**src/hdl/sha1md_pkg.sv**
```systemverilog
// ----------------------------------------------------------------------------
// sha1md_pkg
// Shared types, constants and round functions for the SHA-1 digest unit.
// ----------------------------------------------------------------------------
`default_nettype none

package sha1md_pkg;

  localparam int NUM_H     = 5;
  localparam int BUF_WORDS = 16;
  localparam int ROUNDS    = 80;
  localparam int FILL_W    = $clog2(BUF_WORDS);
  localparam int RCNT_W    = $clog2(ROUNDS);
  localparam int IDX_W     = 3;

  localparam logic [31:0] SEED [NUM_H] = '{
    32'h67452301, 32'hEFCDAB89, 32'h98BADCFE, 32'h10325476, 32'hC3D2E1F0
  };

  localparam logic [31:0] K_CH    = 32'h5A827999;
  localparam logic [31:0] K_PAR_LO = 32'h6ED9EBA1;
  localparam logic [31:0] K_MAJ   = 32'h8F1BBCDC;
  localparam logic [31:0] K_PAR_HI = 32'hCA62C1D6;

  localparam logic [31:0] PAD_MARK_WORD = 32'h80000000;

  // Source of the word pushed into the block buffer
  typedef enum logic [2:0] {
    SEL_MSG,
    SEL_TAIL,
    SEL_PAD80,
    SEL_ZERO,
    SEL_LEN_HI,
    SEL_LEN_LO
  } word_sel_t;

  typedef enum logic [1:0] {
    PH_CH,
    PH_PAR_LO,
    PH_MAJ,
    PH_PAR_HI
  } round_phase_t;

  typedef struct packed {
    logic         push;
    word_sel_t    sel;
    logic         len_add;
    logic [2:0]   len_bytes;
    logic         round_load;
    logic         round_step;
    round_phase_t phase;
    logic         fold;
    logic         out_load;
  } sha1md_cmd_t;

  typedef struct packed {
    logic [FILL_W-1:0] fill;
    logic              out_busy;
  } sha1md_stat_t;

  function automatic logic [31:0] round_f(round_phase_t ph, logic [31:0] b,
                                          logic [31:0] c, logic [31:0] d);
    logic [31:0] r;
    case (ph)
      PH_CH:   r = (b & c) | (~b & d);
      PH_MAJ:  r = (b & c) | (b & d) | (c & d);
      default: r = b ^ c ^ d;
    endcase
    return r;
  endfunction

  function automatic logic [31:0] round_k(round_phase_t ph);
    logic [31:0] r;
    case (ph)
      PH_CH:     r = K_CH;
      PH_PAR_LO: r = K_PAR_LO;
      PH_MAJ:    r = K_MAJ;
      default:   r = K_PAR_HI;
    endcase
    return r;
  endfunction

endpackage

`default_nettype wire

```
**src/hdl/sha1md_ctrl.sv**
```systemverilog
// ----------------------------------------------------------------------------
// sha1md_ctrl
// Sequencer: word intake, padding, round count, digest hand-off.
// ----------------------------------------------------------------------------
`default_nettype none

module sha1md_ctrl
  import sha1md_pkg::*;
(
  input  wire logic         clk,
  input  wire logic         rst,
  input  wire logic         in_valid,
  output logic              in_ready,
  input  wire logic [2:0]   byte_count,
  input  wire logic         last,
  input  sha1md_stat_t      stat,
  output sha1md_cmd_t       cmd
);

  typedef enum logic [4:0] {
    S_IDLE  = 5'b00001,
    S_PAD   = 5'b00010,
    S_ROUND = 5'b00100,
    S_FOLD  = 5'b01000,
    S_OUT   = 5'b10000
  } state_t;

  localparam logic [FILL_W-1:0] FILL_LAST = FILL_W'(BUF_WORDS - 1);
  localparam logic [FILL_W-1:0] FILL_LEN  = FILL_W'(BUF_WORDS - 2);
  localparam logic [RCNT_W-1:0] RCNT_LAST = RCNT_W'(ROUNDS - 1);

  state_t            state, state_next;
  logic              pad_mode, pad_mode_next;
  logic              extra80, extra80_next;
  logic              len_phase, len_phase_next;
  logic [RCNT_W-1:0] rcnt, rcnt_next;
  logic [2:0]        cnt_c;
  word_sel_t         pad_sel;

  assign cnt_c = (byte_count > 3'd4) ? 3'd4 : byte_count;

  always_comb begin
    if (extra80) begin
      pad_sel = SEL_PAD80;
    end else if (len_phase) begin
      pad_sel = SEL_LEN_LO;
    end else if (stat.fill == FILL_LEN) begin
      pad_sel = SEL_LEN_HI;
    end else begin
      pad_sel = SEL_ZERO;
    end
  end

  always_comb begin
    state_next     = state;
    pad_mode_next  = pad_mode;
    extra80_next   = extra80;
    len_phase_next = len_phase;
    rcnt_next      = rcnt;
    cmd            = '0;
    in_ready       = 1'b0;

    if (rcnt < RCNT_W'(20)) begin
      cmd.phase = PH_CH;
    end else if (rcnt < RCNT_W'(40)) begin
      cmd.phase = PH_PAR_LO;
    end else if (rcnt < RCNT_W'(60)) begin
      cmd.phase = PH_MAJ;
    end else begin
      cmd.phase = PH_PAR_HI;
    end

    unique case (state)
      S_IDLE: begin
        in_ready = 1'b1;
        if (in_valid) begin
          if (!last) begin
            if (cnt_c != 3'd0) begin
              cmd.push      = 1'b1;
              cmd.sel       = SEL_MSG;
              cmd.len_add   = 1'b1;
              cmd.len_bytes = 3'd4;
              if (stat.fill == FILL_LAST) begin
                cmd.round_load = 1'b1;
                state_next     = S_ROUND;
              end
            end
          end else begin
            cmd.push       = 1'b1;
            cmd.sel        = (cnt_c == 3'd4) ? SEL_MSG : SEL_TAIL;
            cmd.len_add    = 1'b1;
            cmd.len_bytes  = cnt_c;
            pad_mode_next  = 1'b1;
            extra80_next   = (cnt_c == 3'd4);
            len_phase_next = 1'b0;
            if (stat.fill == FILL_LAST) begin
              cmd.round_load = 1'b1;
              state_next     = S_ROUND;
            end else begin
              state_next = S_PAD;
            end
          end
        end
      end
      S_PAD: begin
        cmd.push = 1'b1;
        cmd.sel  = pad_sel;
        if (pad_sel == SEL_PAD80) begin
          extra80_next = 1'b0;
        end
        if (pad_sel == SEL_LEN_HI) begin
          len_phase_next = 1'b1;
        end
        if (stat.fill == FILL_LAST) begin
          cmd.round_load = 1'b1;
          state_next     = S_ROUND;
        end
      end
      S_ROUND: begin
        cmd.round_step = 1'b1;
        if (rcnt == RCNT_LAST) begin
          rcnt_next  = '0;
          state_next = S_FOLD;
        end else begin
          rcnt_next = rcnt + RCNT_W'(1);
        end
      end
      S_FOLD: begin
        cmd.fold = 1'b1;
        if (len_phase) begin
          state_next = S_OUT;
        end else if (pad_mode) begin
          state_next = S_PAD;
        end else begin
          state_next = S_IDLE;
        end
      end
      S_OUT: begin
        // wait for the previous digest to drain out of the output stage
        if (!stat.out_busy) begin
          cmd.out_load   = 1'b1;
          pad_mode_next  = 1'b0;
          extra80_next   = 1'b0;
          len_phase_next = 1'b0;
          state_next     = S_IDLE;
        end
      end
      default: begin
        state_next = S_IDLE;
      end
    endcase
  end

  always_ff @(posedge clk) begin
    if (rst) begin
      state     <= S_IDLE;
      pad_mode  <= 1'b0;
      extra80   <= 1'b0;
      len_phase <= 1'b0;
      rcnt      <= '0;
    end else begin
      state     <= state_next;
      pad_mode  <= pad_mode_next;
      extra80   <= extra80_next;
      len_phase <= len_phase_next;
      rcnt      <= rcnt_next;
    end
  end

  a_state_onehot: assert property (@(posedge clk) disable iff (rst)
    $onehot(state))
    else $error("controller state not one-hot");

  a_rcnt_idle: assert property (@(posedge clk) disable iff (rst)
    (state != S_ROUND) |-> (rcnt == '0))
    else $error("round counter nonzero outside round state");

  a_fold_after_80: assert property (@(posedge clk) disable iff (rst)
    (state == S_FOLD) |-> ($past(state) == S_ROUND && $past(rcnt) == RCNT_LAST))
    else $error("fold entered without completing 80 rounds");

  a_push_when_filling: assert property (@(posedge clk) disable iff (rst)
    cmd.push |-> (state == S_IDLE || state == S_PAD))
    else $error("buffer push during compression");

  a_len_before_out: assert property (@(posedge clk) disable iff (rst)
    (state == S_OUT) |-> (len_phase && pad_mode))
    else $error("digest hand-off without length words pushed");

endmodule

`default_nettype wire

```
**src/hdl/sha1md_dp.sv**
```systemverilog
// ----------------------------------------------------------------------------
// sha1md_dp
// Datapath: block buffer / schedule shift line, round registers, chaining
// words, bit length and the digest output stage.
// ----------------------------------------------------------------------------
`default_nettype none

module sha1md_dp
  import sha1md_pkg::*;
(
  input  wire logic             clk,
  input  wire logic             rst,
  input  sha1md_cmd_t           cmd,
  output sha1md_stat_t          stat,
  input  wire logic [31:0]      data_word,
  output logic                  out_valid,
  input  wire logic             out_ready,
  output logic [31:0]           digest_word,
  output logic [IDX_W-1:0]      word_index,
  output logic                  final_word
);

  logic [31:0]       sched [BUF_WORDS];
  logic [31:0]       chain [NUM_H];
  logic [31:0]       out_words [NUM_H];
  logic [31:0]       va, vb, vc, vd, ve;
  logic [FILL_W-1:0] fill;
  logic [63:0]       bit_length;
  logic [IDX_W-1:0]  out_left;
  logic [IDX_W-1:0]  out_idx;
  logic [31:0]       push_word;
  logic [31:0]       tail_word;
  logic [31:0]       sched_mix;
  logic [31:0]       sched_new;
  logic [31:0]       t_sum;
  logic              out_take;

  always_comb begin
    case (cmd.len_bytes[1:0])
      2'd0:    tail_word = PAD_MARK_WORD;
      2'd1:    tail_word = {data_word[31:24], 24'h800000};
      2'd2:    tail_word = {data_word[31:16], 16'h8000};
      default: tail_word = {data_word[31:8], 8'h80};
    endcase
  end

  always_comb begin
    case (cmd.sel)
      SEL_MSG:    push_word = data_word;
      SEL_TAIL:   push_word = tail_word;
      SEL_PAD80:  push_word = PAD_MARK_WORD;
      SEL_LEN_HI: push_word = bit_length[63:32];
      SEL_LEN_LO: push_word = bit_length[31:0];
      default:    push_word = '0;
    endcase
  end

  // sched[k] holds W[t+k]; the new word is W[t+16]
  assign sched_mix = sched[13] ^ sched[8] ^ sched[2] ^ sched[0];
  assign sched_new = {sched_mix[30:0], sched_mix[31]};

  assign t_sum = {va[26:0], va[31:27]} + round_f(cmd.phase, vb, vc, vd) + ve
               + round_k(cmd.phase) + sched[0];

  always_ff @(posedge clk) begin
    if (cmd.push) begin
      for (int i = 0; i < BUF_WORDS - 1; i++) begin
        sched[i] <= sched[i+1];
      end
      sched[BUF_WORDS-1] <= push_word;
    end else if (cmd.round_step) begin
      for (int i = 0; i < BUF_WORDS - 1; i++) begin
        sched[i] <= sched[i+1];
      end
      sched[BUF_WORDS-1] <= sched_new;
    end
  end

  always_ff @(posedge clk) begin
    if (cmd.round_load) begin
      va <= chain[0];
      vb <= chain[1];
      vc <= chain[2];
      vd <= chain[3];
      ve <= chain[4];
    end else if (cmd.round_step) begin
      va <= t_sum;
      vb <= va;
      vc <= {vb[1:0], vb[31:2]};
      vd <= vc;
      ve <= vd;
    end
  end

  always_ff @(posedge clk) begin
    if (rst) begin
      for (int i = 0; i < NUM_H; i++) begin
        chain[i] <= SEED[i];
      end
      fill       <= '0;
      bit_length <= '0;
    end else begin
      if (cmd.fold) begin
        chain[0] <= chain[0] + va;
        chain[1] <= chain[1] + vb;
        chain[2] <= chain[2] + vc;
        chain[3] <= chain[3] + vd;
        chain[4] <= chain[4] + ve;
      end else if (cmd.out_load) begin
        for (int i = 0; i < NUM_H; i++) begin
          chain[i] <= SEED[i];
        end
      end
      if (cmd.push) begin
        fill <= fill + FILL_W'(1);
      end
      if (cmd.out_load) begin
        bit_length <= '0;
      end else if (cmd.len_add) begin
        bit_length <= bit_length + {58'd0, cmd.len_bytes, 3'd0};
      end
    end
  end

  // digest output stage
  assign out_valid = (out_left != '0);
  assign out_take  = out_valid && out_ready;

  always_ff @(posedge clk) begin
    if (rst) begin
      out_left <= '0;
      out_idx  <= '0;
    end else if (cmd.out_load) begin
      out_left <= IDX_W'(NUM_H);
      out_idx  <= '0;
    end else if (out_take) begin
      out_left <= out_left - IDX_W'(1);
      out_idx  <= out_idx + IDX_W'(1);
    end
  end

  always_ff @(posedge clk) begin
    if (cmd.out_load) begin
      for (int i = 0; i < NUM_H; i++) begin
        out_words[i] <= chain[i];
      end
    end else if (out_take) begin
      for (int i = 0; i < NUM_H - 1; i++) begin
        out_words[i] <= out_words[i+1];
      end
    end
  end

  assign digest_word = out_words[0];
  assign word_index  = out_idx;
  assign final_word  = (out_idx == IDX_W'(NUM_H - 1));

  assign stat.fill     = fill;
  assign stat.out_busy = out_valid;

  a_out_left_range: assert property (@(posedge clk) disable iff (rst)
    out_left <= IDX_W'(NUM_H))
    else $error("output count out of range");

  a_out_index_match: assert property (@(posedge clk) disable iff (rst)
    out_valid |-> (32'(out_idx) + 32'(out_left) == NUM_H))
    else $error("output index and count disagree");

  a_load_when_empty: assert property (@(posedge clk) disable iff (rst)
    cmd.out_load |-> !out_valid)
    else $error("digest load over undelivered words");

endmodule

`default_nettype wire

```
**src/hdl/sha1_message_digest_unit.sv**
```systemverilog
// ----------------------------------------------------------------------------
// sha1_message_digest_unit
// SHA-1 digest of a byte message streamed as big-endian 32-bit words.
// ----------------------------------------------------------------------------
// A message word is taken only while the unit is idle. Every 16th
// word starts a compression of 80 rounds, one round per cycle on a single
// round unit, followed by a fold of the result into the chaining words.
// The word with last set is followed by 2 to 18 padding/length pushes and
// one or two compressions; the five digest words are then loaded into an
// output stage and leave one per accepted request, index 0 first, while the
// next message is already being taken in. Padding and the chaining reset to
// the seed are automatic.
// ----------------------------------------------------------------------------
`default_nettype none

module sha1_message_digest_unit
  import sha1md_pkg::*;
(
  input  wire logic             clk,
  input  wire logic             rst,
  input  wire logic             in_valid,
  output logic                  in_ready,
  input  wire logic [31:0]      data_word,
  input  wire logic [2:0]       byte_count,
  input  wire logic             last,
  output logic                  out_valid,
  input  wire logic             out_ready,
  output logic [31:0]           digest_word,
  output logic [IDX_W-1:0]      word_index,
  output logic                  final_word
);

  sha1md_cmd_t  cmd;
  sha1md_stat_t stat;

  sha1md_ctrl u_ctrl (
    .clk        (clk),
    .rst        (rst),
    .in_valid   (in_valid),
    .in_ready   (in_ready),
    .byte_count (byte_count),
    .last       (last),
    .stat       (stat),
    .cmd        (cmd)
  );

  sha1md_dp u_dp (
    .clk         (clk),
    .rst         (rst),
    .cmd         (cmd),
    .stat        (stat),
    .data_word   (data_word),
    .out_valid   (out_valid),
    .out_ready   (out_ready),
    .digest_word (digest_word),
    .word_index  (word_index),
    .final_word  (final_word)
  );

endmodule

`default_nettype wire
```
**config.mk**
```make
export PLATFORM = sky130hd
export DESIGN_NAME = sha1_message_digest_unit
export DESIGN_NICKNAME = d
export VERILOG_FILES = /design/src/hdl/sha1md_pkg.sv /design/src/hdl/sha1md_ctrl.sv /design/src/hdl/sha1md_dp.sv /design/src/hdl/sha1_message_digest_unit.sv
export SDC_FILE = /design/constraint.sdc
export NUM_CORES = 2
export LEC_CHECK = 0
export BUFFER_PORTS_ARGS = -buffer_cell sky130_fd_sc_hd__buf_2
export CORE_MARGIN = 2
export CORE_UTILIZATION = 30
export CTS_CLUSTER_SIZE = 24
export DETAILED_ROUTE_END_ITERATION = 6
export PLACE_DENSITY = 0.45
export SETUP_SLACK_MARGIN = 0.05
export SLEW_MARGIN = 0
export SYNTH_ARGS = -nofsm -noshare
export SYNTH_HDL_FRONTEND = slang
export SYNTH_SLANG_ARGS = --single-unit
```
**constraint.sdc**
```tcl
create_clock -name clk -period 20.7 [get_ports clk]
set_clock_uncertainty 0.15 [all_clocks]
set_input_delay 2.07 -clock clk [delete_from_list [all_inputs] [get_ports clk]]
set_output_delay 2.07 -clock clk [all_outputs]
set_load 0.05 [all_outputs]
```
== After elaboration in Yosys (flattened, before gate mapping) ==
Memories as Yosys holds them, arrays and structs flattened.
Cells that the tools add are included.

* Muxes and demuxes: 107
* Add/subtract/negate cells: 14
* Reductions and logical operators: 15
* Eq/ne operators: 27
* $lt $le $gt $ge: 4
* Bitwise operators: 43

{| class="wikitable"
|+ Operators with widths
! cell !! number
|-
| 2-to-1 mux 32 bit || 40
|-
| adder 32 bit || 9
|-
| one-hot mux 32 bit (3 select lines) || 2
|-
| one-hot mux 32 bit (5 select lines) || 1
|-
| bitwise XOR 32 bit || 5
|-
| AND 32 bit || 4
|-
| bitwise OR 32 bit || 3
|-
| adder 64 x 6 -> 64 bit || 1
|-
| one-hot mux 32 bit (2 select lines) || 1
|-
| 2-to-1 mux 1 bit || 35
|-
| 2-to-1 mux 5 bit || 7
|-
| NOT 32 bit || 1
|-
| bitwise OR 1 bit || 30
|-
| 2-to-1 mux 9 bit || 3
|-
| one-hot mux 5 bit (5 select lines) || 1
|-
| 2-to-1 mux 3 bit || 7
|-
| equality test 3 bit (second input constant) || 5
|-
| < comparator 7 x 6 -> 1 bit (second input constant) || 2
|-
| AND reduction 5 bit || 2
|-
| nonzero test 3 bit || 3
|-
| equality test 4 bit (second input constant) || 2
|-
| one-hot mux 4 bit (2 select lines) || 1
|-
| AND reduction 4 bit || 2
|-
| adder 7 x 1 -> 7 bit (second input constant) || 1
|-
| 28 further kinds || 42
|}

* Memories kept: 3
* Input port bits: 40
* Bits in writable memories: 832
* Register bits: 249
* Logic and storage cells: 228

{| class="wikitable"
|+ Memory list
! memory !! depth !! width !! read ports !! clocked after Yosys merged registers in !! wr ports !! line !! text
|-
| u_dp.sched || 16 || 32 || 16 || 0 || 16 || sha1md_dp.sv:23 || <nowiki>logic [31:0] sched [BUF_WORDS];</nowiki>
|-
| u_dp.chain || 5 || 32 || 5 || 0 || 5 || sha1md_dp.sv:24 || <nowiki>logic [31:0] chain [NUM_H];</nowiki>
|-
| u_dp.out_words || 5 || 32 || 5 || 0 || 5 || sha1md_dp.sv:25 || <nowiki>logic [31:0] out_words [NUM_H];</nowiki>
|}

== Depth between registers and ports, before layout ==
* Word-level depth: 12
* Mapped depth: 26
* Gate-level depth less buffers: 25

== Cells and area by module ==
Synthesis repeated with hierarchy kept, for this count alone.

* Cell total of the unflattened synthesis: 4233
* Area, all modules: 53139.7 sq um

{| class="wikitable"
|+ By module, submodules not included
! module !! cells each !! instances !! area an instance (sq um)
|-
| sha1md_dp || 4106 || 1 || 52132.5
|-
| sha1md_ctrl || 127 || 1 || 1007.2
|}

== Worst setup path after synthesis ==
OpenSTA, ideal clock, no wires.

* Path kind: input to register
* From: in byte_count[0]
* To: mem u_dp.sched[0][0], enable pin
* Required time: 16881 ps
* Data arrival time: 11386 ps
* Stages on the path: 5
* Path buffers: 1
* Path slack: 5495 ps
* Setup time: 3669 ps
* Cell sequence: o41ai_1 -> nor3_2 -> buf_2 -> nor2_1 -> nand2_1

{| class="wikitable"
|+ RTL lines
! element !! line !! text
|-
| from (decl) || sha1_message_digest_unit.sv:24 || <nowiki>input wire logic [2:0] byte_count,</nowiki>
|-
| to (decl) || sha1md_dp.sv:23 ||
|}

== Worst setup path in the final report ==
* From: reg u_ctrl.rcnt[2]
* To: reg u_dp.va[31], data pin

* Cells in the longest elaborated chain, start to end: 12
* Elaborated cells on any way between the ends: 17
* Classes of those cells: add/sub: 4; order compare: 3; eq/ne: 2; mux: 7; reduce/logical: 1

{| class="wikitable"
|+ Ends and longest elaborated chain
! element !! line !! text
|-
| from (decl) || sha1md_ctrl.sv:36 || <nowiki>logic [RCNT_W-1:0] rcnt, rcnt_next;</nowiki>
|-
| from (signal assigned) || sha1md_ctrl.sv:166 || <nowiki>rcnt <= rcnt_next;</nowiki>
|-
| < comparator 7 x 6 -> 1 bit || sha1md_ctrl.sv:67 || <nowiki>end else if (rcnt < RCNT_W'(60)) begin</nowiki>
|-
| 2-to-1 mux 1 bit || sha1md_ctrl.sv:67 ||
|-
| 2-to-1 mux 2 bit || sha1md_ctrl.sv:65 || <nowiki>end else if (rcnt < RCNT_W'(40)) begin</nowiki>
|-
| 2-to-1 mux 2 bit * || sha1md_ctrl.sv:63 || <nowiki>if (rcnt < RCNT_W'(20)) begin</nowiki>
|-
| equality test 2 bit or logical NOT 2 bit (tied branches) || sha1md_pkg.sv:64, sha1md_pkg.sv:74 ||
|-
| one-hot mux 32 bit (2 select lines) || sha1md_pkg.sv:64 || <nowiki>case (ph)</nowiki>
|-
| adder 32 bit (2 in a row) || sha1md_dp.sv:62 || <nowiki>assign t_sum = {va[26:0], va[31:27]} + round_f(cmd.phase, vb, vc, vd) + ve</nowiki>
|-
| adder 32 bit * (2 in a row) || sha1md_dp.sv:63 || <nowiki>+ round_k(cmd.phase) + sched[0];</nowiki>
|-
| 2-to-1 mux 32 bit * || sha1md_dp.sv:86 || <nowiki>end else if (cmd.round_step) begin</nowiki>
|-
| 2-to-1 mux 32 bit * || sha1md_dp.sv:80 || <nowiki>if (cmd.round_load) begin</nowiki>
|-
| to (signal assigned) || sha1md_dp.sv:81 || <nowiki>va <= chain[0];</nowiki>
|-
| to (signal assigned) || sha1md_dp.sv:87 || <nowiki>va <= t_sum;</nowiki>
|-
| to (decl) || sha1md_dp.sv:26 || <nowiki>logic [31:0] va, vb, vc, vd, ve;</nowiki>
|}

Mark *: on every way between the ends. The rest lies on a longest branch, timed or not. The select of a mux whose other input is x is not followed.
A chain may end at the register's enable or synchronous reset.

==> impl_results.md <==
* Slowest cell on crit path: fa_1
* Setup_tns at 0 ps
* Drt pass-1 iters at 7
* Ys async rst share at 0%
* Layout cells sized above 1 at 6.99%
* CP Max Fanout at 60
* Post-synth EDFFs at 992
* Worst Hold End: u_dp.sched[1][73]
* GPL Wtd Cong at 0.908
* Clock Pin Slew Worst Setup and Hold Paths at 70 ps
* Multi-input gate area at 20100 um^2
* I/O Buffers at 77
* CTS buffer count at 117
* Seq pwr share at 47.3%
* Combinational power share at 18.4%
* Antenna violations before repair at 5
* Clock latency on the worst-skew pair at 770 ps
* Die X at 427 um
* Netlist Area Pre-Place at 53600 um^2
* Via density at 4.88
* Clk buf depth at 3
* Max cap viols at 0
* Die H at 427 um
* First-pass GRT wire length at 229000 um
* Outcome: completed
* Remaining Overflow, GRT at 0
* Post-DRT Antenna Nets at 0
* Worst r2r path cells at 26
* Max Slew Vio Count at 0
* CTS tree: done
* Critical path launch point type: flip-flop
* Pwr dens at 102 nW/um^2
* Area after DPL at 56500 um^2
* Synth warnings at 0
* P&R area growth vs syn at 12.6%
* Area leader, netlist: edfxtp_1
* Post-synth top flop: edfxtp_1
* Highest clock rate at 0.127 GHz
* Crit end category: flip-flop
* Switching pwr at 1820 uW
* Worst hold path depth at 0
* Wirelength per Cell at 21.7 um
* Flip-flop and latch area at 31500 um^2
* Clock Sinks at 1078
* Post-CTS Hold Fix Bufs at 0
* Period utilization at 37.9%
* Seq cells post-synth at 1078
* RR Endpoint: u_dp.va[31]
* Synth Instances at 4649
* Row count at 155
* Top cell type's share of synthesized area at 55.6%
* CP max stage delay at 550 ps
* Cell mode on critical path: fa_1
* WS Path Type: reg -> reg
* Most common cell in the synthesized netlist: edfxtp_1
* Number of global-route vias before repair at 34000
* IO Count at 78
* RSZ-0062 raised after global routing: false
* Critical path required time at 21070 ps
* Largest net degree at the start of global routing at 187
* Net Sw Frac at 29.5%
* Total Routing Usage GR at 17.0%
* FILL cells at 18000
* Routed WL at 156000 um
* Synth top cells by count: 992 x edfxtp_1, 835 x nand2_1, 335 x inv_1, 274 x o21ai_0, 261 x a21oi_1
* Final net count at 5074
* Core box area at 178000 um^2
* Final Critical Period at 7850 ps
* Largest cells by area after synthesis: edfxtp_1 56%, nand2_1 5.8%, ha_1 4.8%, fa_1 4.7%, dfxtp_1 3.2%
* Post-synthesis cell type count at 74
* Hold crit path type: reg -> reg
* Clock network power share at 34.3%
* Leakage at 0.0220 uW
* H-tree depth at 3
* Iter 0 DRT Violations at 3057
* Reg-to-reg startpoint: u_ctrl.rcnt[2]
* Post-route cell area at 60300 um^2
* Root Buffer Master: clkbuf_16
* Remaining DRCs at 0
* Least-Margin Pin Slew at 1240 ps
* CTS resizes at 0
* WP data arrival at 8210 ps
* Pint at 4330 uW
* Peak supply drop at 0.0752 mV
* Vias at 35000
* HPWL Detailed at 112000 um
* Post-CTS setup buffers at 0
* R2R Setup Slk at 12850 ps
* Final hold violations at 0
* Starting density of the core at 30.1%
* Slew Limit Headroom at 16.2%
* Net count of the mapped netlist at 5021
* HP Start: u_dp.sched[1][105]
* # setup viols final at 0
* Register area share after synthesis at 58.8%
* Post-Syn Area per Cell at 11.5 um^2
* Die area at 182000 um^2
[registers in the layout, indices dropped and copies added, names as in the netlist, 32 cells and up]
register         count
u_dp.bit_length     61
u_dp.vb             32
u_dp.va             32
u_dp.vc             32
u_dp.out_words     160
u_dp.chain         160
u_dp.vd             32
u_dp.ve             32
u_dp.sched         512
[cell usage in the layout (no fill, tap or decap), types with 10 or more instances in the layout]
cell type,count
edfxtp_1,992
nand2_1,831
inv_1,334
o21ai_0,273
a21oi_1,261
nor2_1,254
ha_1,206
xnor2_1,183
fa_1,126
clkbuf_16,118
xor2_1,90
a21o_1,89
dfxtp_1,86
buf_2,77
nor3_1,68
nand3_1,66
o22ai_1,59
mux2i_1,43
buf_4,41
or3_1,39
and3_1,36
nand4_1,36
o21a_1,32
clkinv_1,30
a211oi_1,30
nand2b_1,27
nor2b_1,27
clkbuf_1,25
a31oi_1,24
o211ai_1,23
clkinv_2,21
and2_1,18
or2_2,17
o21bai_1,16
a21boi_0,12
o31ai_1,12
nor4_1,11
and4_1,11
bufinv_16,11
o211a_1,10
[stage by stage]
step,hold slack [ps],utilization [%],total power [uW],setup slack (ps),std cells
floorplan,250,-,3830,5490,4649
CTS,248,33.9,6240,12860,7160
global route,266,33.9,6460,12300,7161
finish,246,33.9,6150,12850,7162
global placement,250,31.7,4100,12960,6938
detailed placement,255,31.7,4110,12900,6938
[worst max-delay path by stage]
stage | from | to | depth (start not counted)
final | u_ctrl.rcnt[2] | u_dp.va[31] | 26
after global routing | u_ctrl.rcnt[2] | u_dp.va[31] | 25
after CTS | u_ctrl.rcnt[2] | u_dp.va[31] | 25
after detailed placement | u_ctrl.rcnt[2] | u_dp.va[31] | 25
after global placement | u_ctrl.rcnt[2] | u_dp.va[31] | 26
after floorplan | byte_count[0] | u_dp.sched[0][0] | 5
[power groups by stage]
| stage | logic, uW | registers (uW) | clock network (uW) |
|---|---|---|---|
| global route | 1270 | 2930 | 2250 |
| CTS | 1160 | 2910 | 2170 |
| finish | 1130 | 2910 | 2110 |
| global placement | 1140 | 2950 | 0 |
| detailed placement | 1150 | 2960 | 0 |
| floorplan | 804 | 3020 | 0 |
[worst max-delay path: cells and delay by family, from the launching register on]
kind,cells,cell delay (ps)
AOI/OAI and AO/OA,10,2500
adders and majority gates,6,2250
buffers and inverters,7,1850
DFF,1,420
and+or+nand+nor,3,350
[kinds of logic (layout without fill, tap and decap cells)]
kind of cell | count (synthesis) | count (layout) | share of synthesized area (%)
AND/OR/NAND/NOR | 1484 | 1484 | 12.1
flip-flops | 1078 | 1078 | 58.8
AO/OA/AOI/OAI | 914 | 914 | 10.3
buffers and inverters | 521 | 677 | 3.89
adder cells (fa/ha/maj) | 332 | 332 | 9.52
XOR/XNOR | 273 | 273 | 4.46
multiplexers | 47 | 47 | 0.887
other | 0 | 2 | 0
[cell type report]
type,count,area share (%)
clock buffers,145,5.10
repair buffers,119,1.18
inverters,336,2.09
clock inverters,77,1.21
flip-flops and latches,1078,52.2
well taps,2355,4.88
multi-input cells,3050,33.3
diodes,2,0.00830
[per-layer routing]
metal	GRT usage, %	wire length, um
met1	24.7	74800
met5	0	0
met3	2.15	6640
met4	5.02	4440
met2	26.4	69700
Power figures use the tool's default switching activity.
